$ cat config.mk
export PLATFORM = sky130hd
export DESIGN_NAME = xml_block_cut_finder
export DESIGN_NICKNAME = d
export VERILOG_FILES = /design/src/rtl/xbcf_pkg.sv /design/src/rtl/xml_block_cut_finder.sv /design/src/rtl/xbcf_scan.sv
export SDC_FILE = /design/constraint.sdc
export NUM_CORES = 1
export LEC_CHECK = 0
export BUFFER_PORTS_ARGS = -buffer_cell sky130_fd_sc_hd__buf_2
export CAP_MARGIN = 20
export CORE_ASPECT_RATIO = 1.4
export CORE_MARGIN = 5
export CORE_UTILIZATION = 55
export DETAILED_ROUTE_END_ITERATION = 10
export PLACE_DENSITY = 0.88
export SLEW_MARGIN = 20
export SYNTH_ARGS = -nofsm -noshare
export SYNTH_HDL_FRONTEND = slang
export SYNTH_HIERARCHICAL = 1
export SYNTH_SLANG_ARGS = --single-unit
$ cat constraint.sdc
create_clock -name clock -period 3 [get_ports clock]
set_input_delay 0.75 -clock clock [delete_from_list [all_inputs] [get_ports clock]]
set_output_delay 0.75 -clock clock [all_outputs]
set_load 0.02 [all_outputs]
$ cat src/rtl/xbcf_pkg.sv
// ----------------------------------------------------------------------------
// xbcf_pkg
// shared types and constants of the xml block cut finder
// ----------------------------------------------------------------------------
package xbcf_pkg;

   localparam int BYTE_W  = 8;
   localparam int COUNT_W = 17;
   localparam int DEPTH_W = 16;

   // body count saturates here
   localparam logic [COUNT_W-1:0] BLOCK_BYTES = COUNT_W'(65536);

   localparam logic signed [DEPTH_W-1:0] DEPTH_MAX = 16'sh7fff;
   localparam logic signed [DEPTH_W-1:0] DEPTH_MIN = 16'sh8000;
   localparam logic signed [DEPTH_W-1:0] DEPTH_CUT = 16'sd1;

   localparam logic [BYTE_W-1:0] CHAR_LT    = 8'h3c;  // '<'
   localparam logic [BYTE_W-1:0] CHAR_SLASH = 8'h2f;  // '/'
   localparam logic [BYTE_W-1:0] CHAR_GT    = 8'h3e;  // '>'
   localparam logic [BYTE_W-1:0] CHAR_QUEST = 8'h3f;  // '?'

   typedef enum logic [1:0] {
      PH_NORMAL = 2'd0,
      PH_LT     = 2'd1,
      PH_SLASH  = 2'd2,
      PH_SKIP   = 2'd3
   } phase_type;

   typedef struct packed {
      logic [COUNT_W-1:0]        cut_offset;
      logic                      append_close;
      logic signed [DEPTH_W-1:0] final_depth;
   } result_type;

endpackage

$ cat src/rtl/xml_block_cut_finder.sv
// ----------------------------------------------------------------------------
// xml_block_cut_finder
// scans one xml block a byte at a time and reports where to cut it
// ----------------------------------------------------------------------------
//  channel | ports  | word
//  --------+--------+---------------------------------------------------
//  input   | req_*  | data_byte, is_prefix, block_end
//  result  | rsp_*  | cut_offset, append_close, final_depth (on last byte)
//
//  one byte per cycle sustained; the scan state update is combinational logic
//  a result is registered in the output stage as the block's last byte leaves the input stage
//  reset clears both stage valids and the scan state
//  a waiting result stalls input only when the input stage holds a last byte
// ----------------------------------------------------------------------------
module xml_block_cut_finder (
   input  logic                              clock,
   input  logic                              reset,
   input  logic                              req_valid,
   output logic                              req_ready,
   input  logic [xbcf_pkg::BYTE_W-1:0]       req_data_byte,
   input  logic                              req_is_prefix,
   input  logic                              req_block_end,
   output logic                              rsp_valid,
   input  logic                              rsp_ready,
   output logic [xbcf_pkg::COUNT_W-1:0]      rsp_cut_offset,
   output logic                              rsp_append_close,
   output logic signed [xbcf_pkg::DEPTH_W-1:0] rsp_final_depth
);
   import xbcf_pkg::*;

   logic              in_valid_ff, in_valid_in;
   logic [BYTE_W-1:0] in_byte_ff;
   logic              in_prefix_ff;
   logic              in_end_ff;
   logic              out_valid_ff, out_valid_in;
   result_type        out_ff;
   result_type        scan_result;
   logic              advance;
   logic              out_free;
   logic              load_out;

   assign out_free  = !out_valid_ff || rsp_ready;
   assign advance   = in_valid_ff && (!in_end_ff || out_free);
   assign load_out  = advance && in_end_ff;
   assign req_ready = !in_valid_ff || advance;

   xbcf_scan u_scan (
      .clock     (clock),
      .reset     (reset),
      .step      (advance),
      .data_byte (in_byte_ff),
      .is_prefix (in_prefix_ff),
      .block_end (in_end_ff),
      .result    (scan_result)
   );

   assign in_valid_in  = (req_valid && req_ready) ? 1'b1 : (advance ? 1'b0 : in_valid_ff);
   assign out_valid_in = load_out ? 1'b1 : (rsp_ready ? 1'b0 : out_valid_ff);

   always_ff @(posedge clock) begin
      if (reset) begin
         in_valid_ff  <= 1'b0;
         out_valid_ff <= 1'b0;
      end else begin
         in_valid_ff  <= in_valid_in;
         out_valid_ff <= out_valid_in;
      end
   end

   always_ff @(posedge clock) begin
      if (req_valid && req_ready) begin
         in_byte_ff   <= req_data_byte;
         in_prefix_ff <= req_is_prefix;
         in_end_ff    <= req_block_end;
      end
      if (load_out) begin
         out_ff <= scan_result;
      end
   end

   assign rsp_valid        = out_valid_ff;
   assign rsp_cut_offset   = out_ff.cut_offset;
   assign rsp_append_close = out_ff.append_close;
   assign rsp_final_depth  = out_ff.final_depth;

   a_stall_cause: assert property (@(posedge clock) disable iff (reset)
      in_valid_ff && !advance |-> in_end_ff && out_valid_ff && !rsp_ready)
      else $error("input stage stalled without a waiting result");

   a_append_sign: assert property (@(posedge clock) disable iff (reset)
      out_valid_ff |-> out_ff.append_close == (out_ff.final_depth > 16'sd0))
      else $error("append flag disagrees with final depth");

endmodule

$ cat src/rtl/xbcf_scan.sv
// ----------------------------------------------------------------------------
// xbcf_scan
// per-byte scan state: tag phase, nesting depth, body count and last cut
// ----------------------------------------------------------------------------
module xbcf_scan (
   input  logic                       clock,
   input  logic                       reset,
   input  logic                       step,
   input  logic [xbcf_pkg::BYTE_W-1:0] data_byte,
   input  logic                       is_prefix,
   input  logic                       block_end,
   output xbcf_pkg::result_type       result
);
   import xbcf_pkg::*;

   phase_type                 phase_ff, phase_in;
   logic signed [DEPTH_W-1:0] depth_ff, depth_in;
   logic [COUNT_W-1:0]        count_ff, count_in;
   logic [COUNT_W-1:0]        cut_ff, cut_in;
   logic                      cut_seen_ff, cut_seen_in;

   logic [COUNT_W-1:0]        count_nx;
   logic signed [DEPTH_W-1:0] depth_up, depth_dn, depth_nx;
   logic [COUNT_W-1:0]        cut_nx;
   logic                      cut_seen_nx;
   phase_type                 phase_nx, phase_plain;
   logic                      is_lt, is_slash, is_gt, is_quest;

   assign is_lt    = (data_byte == CHAR_LT);
   assign is_slash = (data_byte == CHAR_SLASH);
   assign is_gt    = (data_byte == CHAR_GT);
   assign is_quest = (data_byte == CHAR_QUEST);

   assign count_nx = (!is_prefix && count_ff < BLOCK_BYTES) ? count_ff + 1'b1 : count_ff;
   assign depth_up = (depth_ff != DEPTH_MAX) ? depth_ff + 16'sd1 : depth_ff;
   assign depth_dn = (depth_ff != DEPTH_MIN) ? depth_ff - 16'sd1 : depth_ff;

   // phase that a byte leads to when scanned as plain text
   always_comb begin
      if (is_lt) begin
         phase_plain = PH_LT;
      end else if (is_slash) begin
         phase_plain = PH_SLASH;
      end else begin
         phase_plain = PH_NORMAL;
      end
   end

   always_comb begin
      phase_nx    = phase_plain;
      depth_nx    = depth_ff;
      cut_nx      = cut_ff;
      cut_seen_nx = cut_seen_ff;
      case (phase_ff)
         PH_SKIP: begin
            phase_nx = PH_SKIP;
            if (is_gt) begin
               cut_nx      = count_nx;
               cut_seen_nx = 1'b1;
               phase_nx    = PH_NORMAL;
            end
         end
         PH_LT: begin
            if (is_slash) begin
               depth_nx = depth_dn;
               phase_nx = (depth_dn <= DEPTH_CUT) ? PH_SKIP : PH_NORMAL;
            end else if (!is_quest) begin
               depth_nx = depth_up;
            end
         end
         PH_SLASH: begin
            if (is_gt) begin
               depth_nx = depth_dn;
               phase_nx = PH_NORMAL;
               if (depth_dn <= DEPTH_CUT) begin
                  cut_nx      = count_nx;
                  cut_seen_nx = 1'b1;
               end
            end
         end
         default: begin
            phase_nx = phase_plain;
         end
      endcase
   end

   assign result.cut_offset   = cut_seen_nx ? cut_nx : count_nx;
   assign result.append_close = (depth_nx > 16'sd0);
   assign result.final_depth  = depth_nx;

   // last byte of a block returns everything to the start state
   always_comb begin
      phase_in    = phase_ff;
      depth_in    = depth_ff;
      count_in    = count_ff;
      cut_in      = cut_ff;
      cut_seen_in = cut_seen_ff;
      if (step) begin
         if (block_end) begin
            phase_in    = PH_NORMAL;
            depth_in    = '0;
            count_in    = '0;
            cut_in      = '0;
            cut_seen_in = 1'b0;
         end else begin
            phase_in    = phase_nx;
            depth_in    = depth_nx;
            count_in    = count_nx;
            cut_in      = cut_nx;
            cut_seen_in = cut_seen_nx;
         end
      end
   end

   always_ff @(posedge clock) begin
      if (reset) begin
         phase_ff    <= PH_NORMAL;
         depth_ff    <= '0;
         count_ff    <= '0;
         cut_ff      <= '0;
         cut_seen_ff <= 1'b0;
      end else begin
         phase_ff    <= phase_in;
         depth_ff    <= depth_in;
         count_ff    <= count_in;
         cut_ff      <= cut_in;
         cut_seen_ff <= cut_seen_in;
      end
   end

   a_block_restart: assert property (@(posedge clock) disable iff (reset)
      step && block_end |=> phase_ff == PH_NORMAL && depth_ff == 16'sd0 &&
                            count_ff == '0 && !cut_seen_ff)
      else $error("scan state not cleared after block end");

   a_cut_in_body: assert property (@(posedge clock) disable iff (reset)
      cut_seen_ff |-> cut_ff <= count_ff)
      else $error("cut offset beyond body count");

   a_skip_depth: assert property (@(posedge clock) disable iff (reset)
      phase_ff == PH_SKIP |-> depth_ff <= DEPTH_CUT)
      else $error("skipping with depth above one");

   a_count_limit: assert property (@(posedge clock) disable iff (reset)
      count_ff <= BLOCK_BYTES)
      else $error("body count past block size");

endmodule
==> out/metrics.cfg <==
[floorplanning]
rows = 45
die_area_um2 = 13090
die_h_um = 133.4
core_um2 = 10750
io_pins = 50
die_x_um = 98.13
initial_core_util = 0.5561

[timing]
fin_skew_ns = 0.009283
setup_ws_ns = -0.1376
fmax_mhz = 318.7
slew_viol_final = 0
rsz0062_at_grt = yes
slew_headroom = 0.4600
worst_pin_slew_ns = 0.8070
fin_crit_ns = 3.138
hold_violations = 0
setup_viol = 11
fin_crit_sh = 1.046

[cells_and_area]
syn_to_final_growth_pct = 29.23
fill_cells = 808
fin_nets = 860
diodes = 0
drive_above_1_share = 0.3112
final_area_um2 = 7729

[power_and_ir_drop]
ir_drop_mv = 0.3001
leakagePower_nw = 3.066
pwr_density_cell_nw_per_um2 = 352.4

[worst_setup_path]
crit_fanout = 5
critPathCaptureType = register
crit_required_ns = 3.06
critical_path_class = reg -> reg
start_kind = register
ff2ff_path_depth = 9
crit_arrival_ns = 3.20

[synth]
avgSynthCellArea_um2 = 8.718
synth_edf_count = 44
ys.flop_type = dfxtp_1
syn_inst = 686
ys_seq_area_frac = 0.4050
syn_nets = 709
yosysWarnings = 6
async_flop_share = 0
synth_area_um2 = 5981
synth.ff_latch_count = 99
synth_cell_types = 84

[clock_tree]
h-tree-depth = 3
cts_buffers = 9
cts_tree = done
clk_latency_ns = 0.35
cts_sinks = 99
root_buffer = clkbuf_16
path_clk_slew_ns = 0.07
ctsLongestPathBuffers = 2

[outcome]
status = complete, but fails checks
violations = setup timing

[routing]
wl_per_cell_um = 22.05
dr.pass1.iters = 6
drc_errors = 0
viasPerCell = 6.461
via_count = 6351
dr.first_iter.drc_count = 527
drtAntennaViolNets = 0
wirelength_um = 21670

[placed_design]
dpl_cell_area_um2 = 7236
place_ws_ns = -0.1277
place.gp.congestion = 1.039
port_buffers = 49
hpwl_um = 16400

[global_routing]
grt_use_total = 0.3313
antenna_found_initial = 0
grt_max_degree = 35
grt_overflow_total = 0
grt_pass1_vias = 6313
grt_pass1_wl_um = 34090

[min_path]
hold_path_class = reg -> reg
hold_path_depth = 2

[flow_run]
cap_violations = 0

-- metal layers --
metal / global-route usage / wire length, um / vias up
met3: 0.04034 / 1372 / 108
met5: 0 / 0 / -
met4: 0.2331 / 1712 / 0
met2: 0.5875 / 11070 / 354
met1: 0.3628 / 7517 / 3024
li1: - / - / 2865
-- critical path: stages (launching register included) --
cell,delay (ns)
dfxtp_4,0.36
or4_4,0.59
or4_4,0.44
buf_6,0.14
o211a_1,0.21
a221oi_2,0.21
a211oi_2,0.12
nor4_2,0.32
nor4bb_2,0.29
a41oi_1,0.16
-- flip-flops by register name, indices dropped and copies added (netlist names) --
| name | cells |
|---|---|
| rsp_cut_offset | 17 |
| u_scan/count_ff | 17 |
| u_scan/cut_ff | 17 |
| rsp_final_depth | 16 |
| u_scan/depth_ff | 16 |
| in_byte_ff | 8 |
| u_scan/phase_ff | 2 |
| in_end_ff | 1 |
| in_prefix_ff | 1 |
| in_valid_ff | 1 |
| rsp_append_close | 1 |
| rsp_valid | 1 |
| u_scan/cut_seen_ff | 1 |
-- power by group --
part | internal [mW] | switching (mW)
sequential | 1.42 | 0.00972
clock | 0.627 | 0.540
combinational | 0.0397 | 0.0899
-- cell usage after synthesis (all sizes together) (12+ instances only) --
library cell,n,area share
nor2,83,0.054
nand2,63,0.040
dfxtp,55,0.18
edfxtp,44,0.22
a21oi,42,0.036
o21ai,42,0.035
clkbuf,27,0.017
nor3,25,0.023
a22oi,22,0.028
nand3,22,0.018
inv,20,0.013
buf,13,0.013
mux2i,13,0.022
xnor2,12,0.018
-- per-stage QoR --
stage,power (mW),util,hold WS [ns],cells,setup TNS [ns]
floorplan,1.525,-,0.4257,686,-1.098
global placement,1.580,0.6728,0.4334,961,-1.350
detailed placement,1.585,0.6728,0.4521,961,-0.4910
CTS,2.738,0.7077,0.4652,979,-0.5809
global route,2.808,0.7187,0.4767,983,-1.907
finish,2.723,0.7187,0.4649,983,-0.5001
-- layout by cell type, fill, tap and decap left out, drive strengths merged, types with 8 or more instances in the layout --
cell type,instances
nand2,63
nand3,22
xor2,9
edfxtp,44
o21ai,42
inv,24
a21oi,42
nor4,11
a211oi,11
buf,180
o22ai,10
ha,9
mux2i,13
nand4,11
a22oi,22
dfxtp,55
and3,8
nor3,25
xnor2,12
nor2,83
clkbuf,10
-- logic make-up after synthesis --
group	count (synthesis)	synth area share
and+or+nand+nor	285	0.2458
AOI/OAI and AO/OA	196	0.2291
DFF	99	0.4050
buffers and inverters	60	0.04310
xor gates and xnor gates	21	0.03075
muxes	16	0.02740
adders and majority gates	9	0.01883
-- final cells by class --
class,count,area [um2],share of cell area
multi-input cells,527,3498,0.4526
flip-flops and latches,99,2430,0.3144
repair buffers,180,1244,0.1609
clock buffers,10,250.2,0.03238
well taps,141,176.4,0.02283
inverters,20,80.08,0.01036
clock inverters,6,50.05,0.006476
-- worst paths after layout --
kind	start	end	slack, ns
worst max-delay path	u_scan/depth_ff[1]$_SDFFE_PP0P_	rsp_append_close$_DFFE_PP_	-0.14
worst min-delay path	u_scan/cut_ff[11]$_SDFFE_PP0P_	u_scan/cut_ff[11]$_SDFFE_PP0P_	0.46
worst max register to register	u_scan/depth_ff[1]$_SDFFE_PP0P_	rsp_append_close$_DFFE_PP_	-0.14
worst min register to register	u_scan/cut_ff[11]$_SDFFE_PP0P_	u_scan/cut_ff[11]$_SDFFE_PP0P_	0.46
-- timing repair --
action / CTS / global route
buffers inserted: 2 / 4
setup endpoints to repair: 18 / 34
hold buffers: 0 / 0
gates resized for setup: 15 / 29
pin swaps: 4 / 5
(Power assumes the default switching activity.)
